$ cat config.mk
export PLATFORM = sky130hd
export DESIGN_NAME = hpct_mac
export DESIGN_NICKNAME = d
export VERILOG_FILES = /design/src/hpct_pkg.sv /design/src/hpct_mac.sv
export SDC_FILE = /design/constraint.sdc
export NUM_CORES = 2
export LEC_CHECK = 0
export BUFFER_PORTS_ARGS = -buffer_cell sky130_fd_sc_hd__clkbuf_2
export CORE_ASPECT_RATIO = 1.2
export CORE_MARGIN = 1.5
export CORE_UTILIZATION = 29
export DETAILED_ROUTE_END_ITERATION = 8
export PLACE_DENSITY = 0.5
export SLEW_MARGIN = 10
export SYNTH_ARGS = -nofsm -noshare
export SYNTH_HDL_FRONTEND = slang
export SYNTH_SLANG_ARGS = --single-unit
export TNS_END_PERCENT = 5
$ cat constraint.sdc
create_clock -name aclk -period 9.7 [get_ports aclk]
set_input_delay 0.485 -clock aclk [delete_from_list [all_inputs] [get_ports aclk]]
set_output_delay 0.485 -clock aclk [all_outputs]
set_load 0.01 [all_outputs]
$ cat src/hpct_pkg.sv
package hpct_pkg;
    localparam int NUM_HOLES = 16;
    localparam int FRAC_BITS = 16;
    localparam int SLOT_W = 4;
    localparam int ROWS = 3;
    localparam int MEM_DEPTH = NUM_HOLES * ROWS * 4;
    localparam int MEM_AW = $clog2(MEM_DEPTH);
    localparam int ACC_W = 68;

    typedef enum logic [1:0] {
        FUNC_CLEAR = 2'd0,
        FUNC_LOAD  = 2'd1,
        FUNC_QUERY = 2'd2,
        FUNC_NOP   = 2'd3
    } func_t;

    typedef enum logic [3:0] {
        ST_IDLE,
        ST_LOAD,
        ST_HOLE,
        ST_RD_D,
        ST_MUL,
        ST_ROW_END,
        ST_SQ,
        ST_SQ_ACC,
        ST_DECIDE,
        ST_OUT
    } state_t;

    typedef struct packed {
        logic          clr;
        logic          ld_d;
        logic          ld_prod;
        logic          sq_acc;
    } dp_ctrl_t;
endpackage

$ cat src/hpct_mac.sv
module hpct_mac
    import hpct_pkg::*;
(
    input  logic                     aclk,
    input  dp_ctrl_t                 ctrl,
    input  logic signed [31:0]       mul_a,
    input  logic signed [33:0]       mul_b,
    output logic signed [ACC_W-1:0]  acc,
    output logic        [ACC_W-1:0]  sq_sum
);
    logic signed [ACC_W-1:0] acc_reg, acc_next;
    logic        [ACC_W-1:0] sq_reg, sq_next;
    logic signed [65:0]      prod;
    logic signed [65:0]      prod_reg;

    assign prod = mul_a * mul_b;

    always_ff @(posedge aclk) begin
        prod_reg <= prod;
        acc_reg  <= acc_next;
        sq_reg   <= sq_next;
    end

    always_comb begin
        acc_next = acc_reg;
        sq_next  = sq_reg;
        if (ctrl.clr) begin
            sq_next = '0;
        end
        if (ctrl.ld_d) begin
            acc_next = ACC_W'(mul_a);
        end
        if (ctrl.ld_prod) begin
            acc_next = acc_reg + ACC_W'(prod_reg >>> FRAC_BITS);
        end
        if (ctrl.sq_acc) begin
            sq_next = sq_reg + ACC_W'(prod_reg);
        end
    end

    assign acc    = acc_reg;
    assign sq_sum = sq_reg;
endmodule

==> qor.yml <==
worst_setup_path:
  reg2reg_slack_ns: 5.11
  r2r_end: "acc[64]"
  arrival_ns: 8.84
  required_ns: 10.12
  cp-end-kind: "register"
  cp_slowest_stage_delay_ns: 0.77
  cpLargestDelayFamily: "adder cells"
  path_common_cell: "fa_1"
  crit_path_start_kind: "input pin"
  critPathKind: "input pin to register"
  r2r_cells: 14
  critPathSlowestCell: "o31ai_1"
  r2r_start: "acc[0]"
  cp_num_buf_inv: 6
  worstPathMaxFanout: 21
cts:
  cts_htree_levels: 1
  hold_buffers: 0
  cts_tree: "done"
  post_cts_buffers: 0
  clkTransAtPathRegs_ns: 0.07
  insertion_delay_ns: 0.56
  cts_inserted_buffers: 20
  cts_sinks: 202
  ctsResizeCount: 0
  root_buffer: "clkbuf_16"
  clockBufferDepth: 3
floorplanning:
  initial_core_util: 0.293
  die_w_um: 391
  ios: 207
  die_h_um: 469
  core-area_mm2: 0.179
  fp.dieArea_mm2: 0.183
  num_rows: 170
timing:
  slew_violations: 0
  grt_setup_unrepaired: "false"
  setup_violations: 0
  finalHoldViolCount: 0
  fin_crit_ns: 8.42
  fmax_mhz: 119
  final.setup.tns_ns: 0
  post-route-period-util: 0.868
  tightest_slew_ns: 1.09
  finalClockSkew_ns: 0.0246
  max-slew-margin-rel: 0.276
global_routing:
  grt_pass1_wl_mm: 266
  grt_pass1_vias: 42800
  busiest_layer: "met2"
  grtUsageMet3: 0.0265
  met1_usage: 0.249
  antenna_found_initial: 31
  met2_usage: 0.334
  track_usage: 0.191
  grt_max_degree: 69
  gr-total-overflow: 0
synth:
  netlist_top_cells_area: "fa_1, edfxtp_1, inv_1, ha_1, and2_1"
  yosys_register_bits: 202
  seq_area_frac_synth: 0.103
  synthDistinctLibCells: 83
  ys_dominant_reg_cell: "edfxtp_1"
  async_reset_ff_frac: 0
  yosys.area.top_type_share: 0.437
  synth_edf_count: 136
  ys_warn_count: 0
  syn-cell-area_mm2: 0.0525
  synth_area_per_cell_um2: 9.28
  synth_top_area_cell: "fa_1"
  synth_fp_nets: 7192
  syn_inst: 5655
status:
  status: "finished, final reports clean"
min_path:
  hold_path_class: "input pin to register"
  min_path_cells: 2
  whs_endpoint: "acc[50]"
  worstHoldStart: "ctrl[1]"
placement:
  place_hpwl_mm: 144
  gp_congestion: 0.883
  portBuffers: 206
detailed_routing:
  wire_per_inst_um: 21.6
  drt_wl_total_mm: 175
  first_iter_violations: 2194
  drtAntennaViolNets: 0
  first_pass_iters: 5
  vias: 39100
  drc: 0
  vias_per_cell: 4.83
finish:
  drive_gt1_frac: 0.0670
  nFillCells: 18800
  final_cell_mix: "fa_1, inv_1, nand2_1, and2_1, ha_1"
  multi_input_area_mm2: 0.0418
  final_common_cell: "fa_1"
  fin_nets: 7209
  syn2layout_area_growth_pct: 8.17
  ff_latch_area_mm2: 0.00541
flow_run:
  maxCapViolCount: 0
==> metal layers <==
layer  share of wire  vias up  routed length (um)
met5          0.0014        -                 250
met4           0.022       42                3900
met3           0.057      229               10000
met2            0.49      993               85700
met1            0.43    20400               74900
li1                -    17400                   -
==> metrics by stage <==
step	area (um^2)	instances	hold WS (ns)	worst slack, ns	util
after global placement	56000	8058	0.625	0.785	0.312
final	56700	8098	0.461	1.28	0.316
after CTS	56700	8094	0.440	1.32	0.316
after floorplan	52500	5655	0.599	1.76	-
after detailed placement	56000	8058	0.631	0.765	0.312
after global routing	56700	8096	0.497	1.03	0.316
==> worst register-to-register path, delay by kind of cell (launching register included) <==
| kind | cells | cell delay (ns) |
|---|---|---|
| buffers and inverters | 1 | 0.07 |
| xor gates and xnor gates | 1 | 0.17 |
| adders and majority gates | 2 | 0.48 |
| AOI/OAI and AO/OA | 8 | 2.79 |
| DFF | 1 | 0.50 |
| and+or+nand+nor | 2 | 0.36 |
==> worst max-delay path by stage <==
stage | slack [ns] | cells past startpoint | endpoint | from
2_1_floorplan | 1.76 | 28 | prod_reg[62] | mul_a[5]
3_3_place_gp | 0.78 | 26 | prod_reg[60] | mul_a[3]
3_5_place_dp | 0.76 | 26 | prod_reg[60] | mul_a[3]
4_1_cts | 1.32 | 26 | prod_reg[60] | mul_a[3]
5_1_grt | 1.03 | 30 | prod_reg[60] | mul_a[13]
6_report | 1.28 | 26 | prod_reg[60] | mul_a[3]
==> logic make-up after synthesis <==
| family | count (synthesis) | share of synthesized area |
|---|---|---|
| flops | 202 | 0.103 |
| buf+inv | 1387 | 0.0994 |
| xor+xnor | 183 | 0.0306 |
| simple gates | 1657 | 0.155 |
| mux | 33 | 0.00692 |
| compound gates | 727 | 0.0917 |
| fa+ha+maj | 1466 | 0.513 |
==> final cells by class <==
type,instances,share of cell area
antenna,4,0.000176
clock buffer,24,0.0102
clock inverter,12,0.00203
inverter,1090,0.0721
multi-input combinational,4066,0.738
sequential,202,0.0953
tap,2408,0.0531
timing repair buffer,292,0.0296
==> synthesized netlist by cell type, drive strengths merged, types with 8 or more instances <==
master	n
nand4	48
and2	532
o21ai	111
o21a	26
a31o	10
nor2	195
a31oi	25
fa	1144
xnor2	115
a21o	172
a221oi	8
nor3	22
nor2b	35
dfxtp	66
a311oi	8
nand2b	28
nand2	682
mux2	26
a21oi	218
clkbuf	294
o21bai	30
o31ai	18
inv	1087
xor2	68
nand3	49
and3	27
a211oi	18
a21boi	9
edfxtp	136
o211ai	12
ha	322
Power is left out: the tool's default activity adds up to more than one toggle a clock period on the data nets, which glitch-free logic cannot reach.
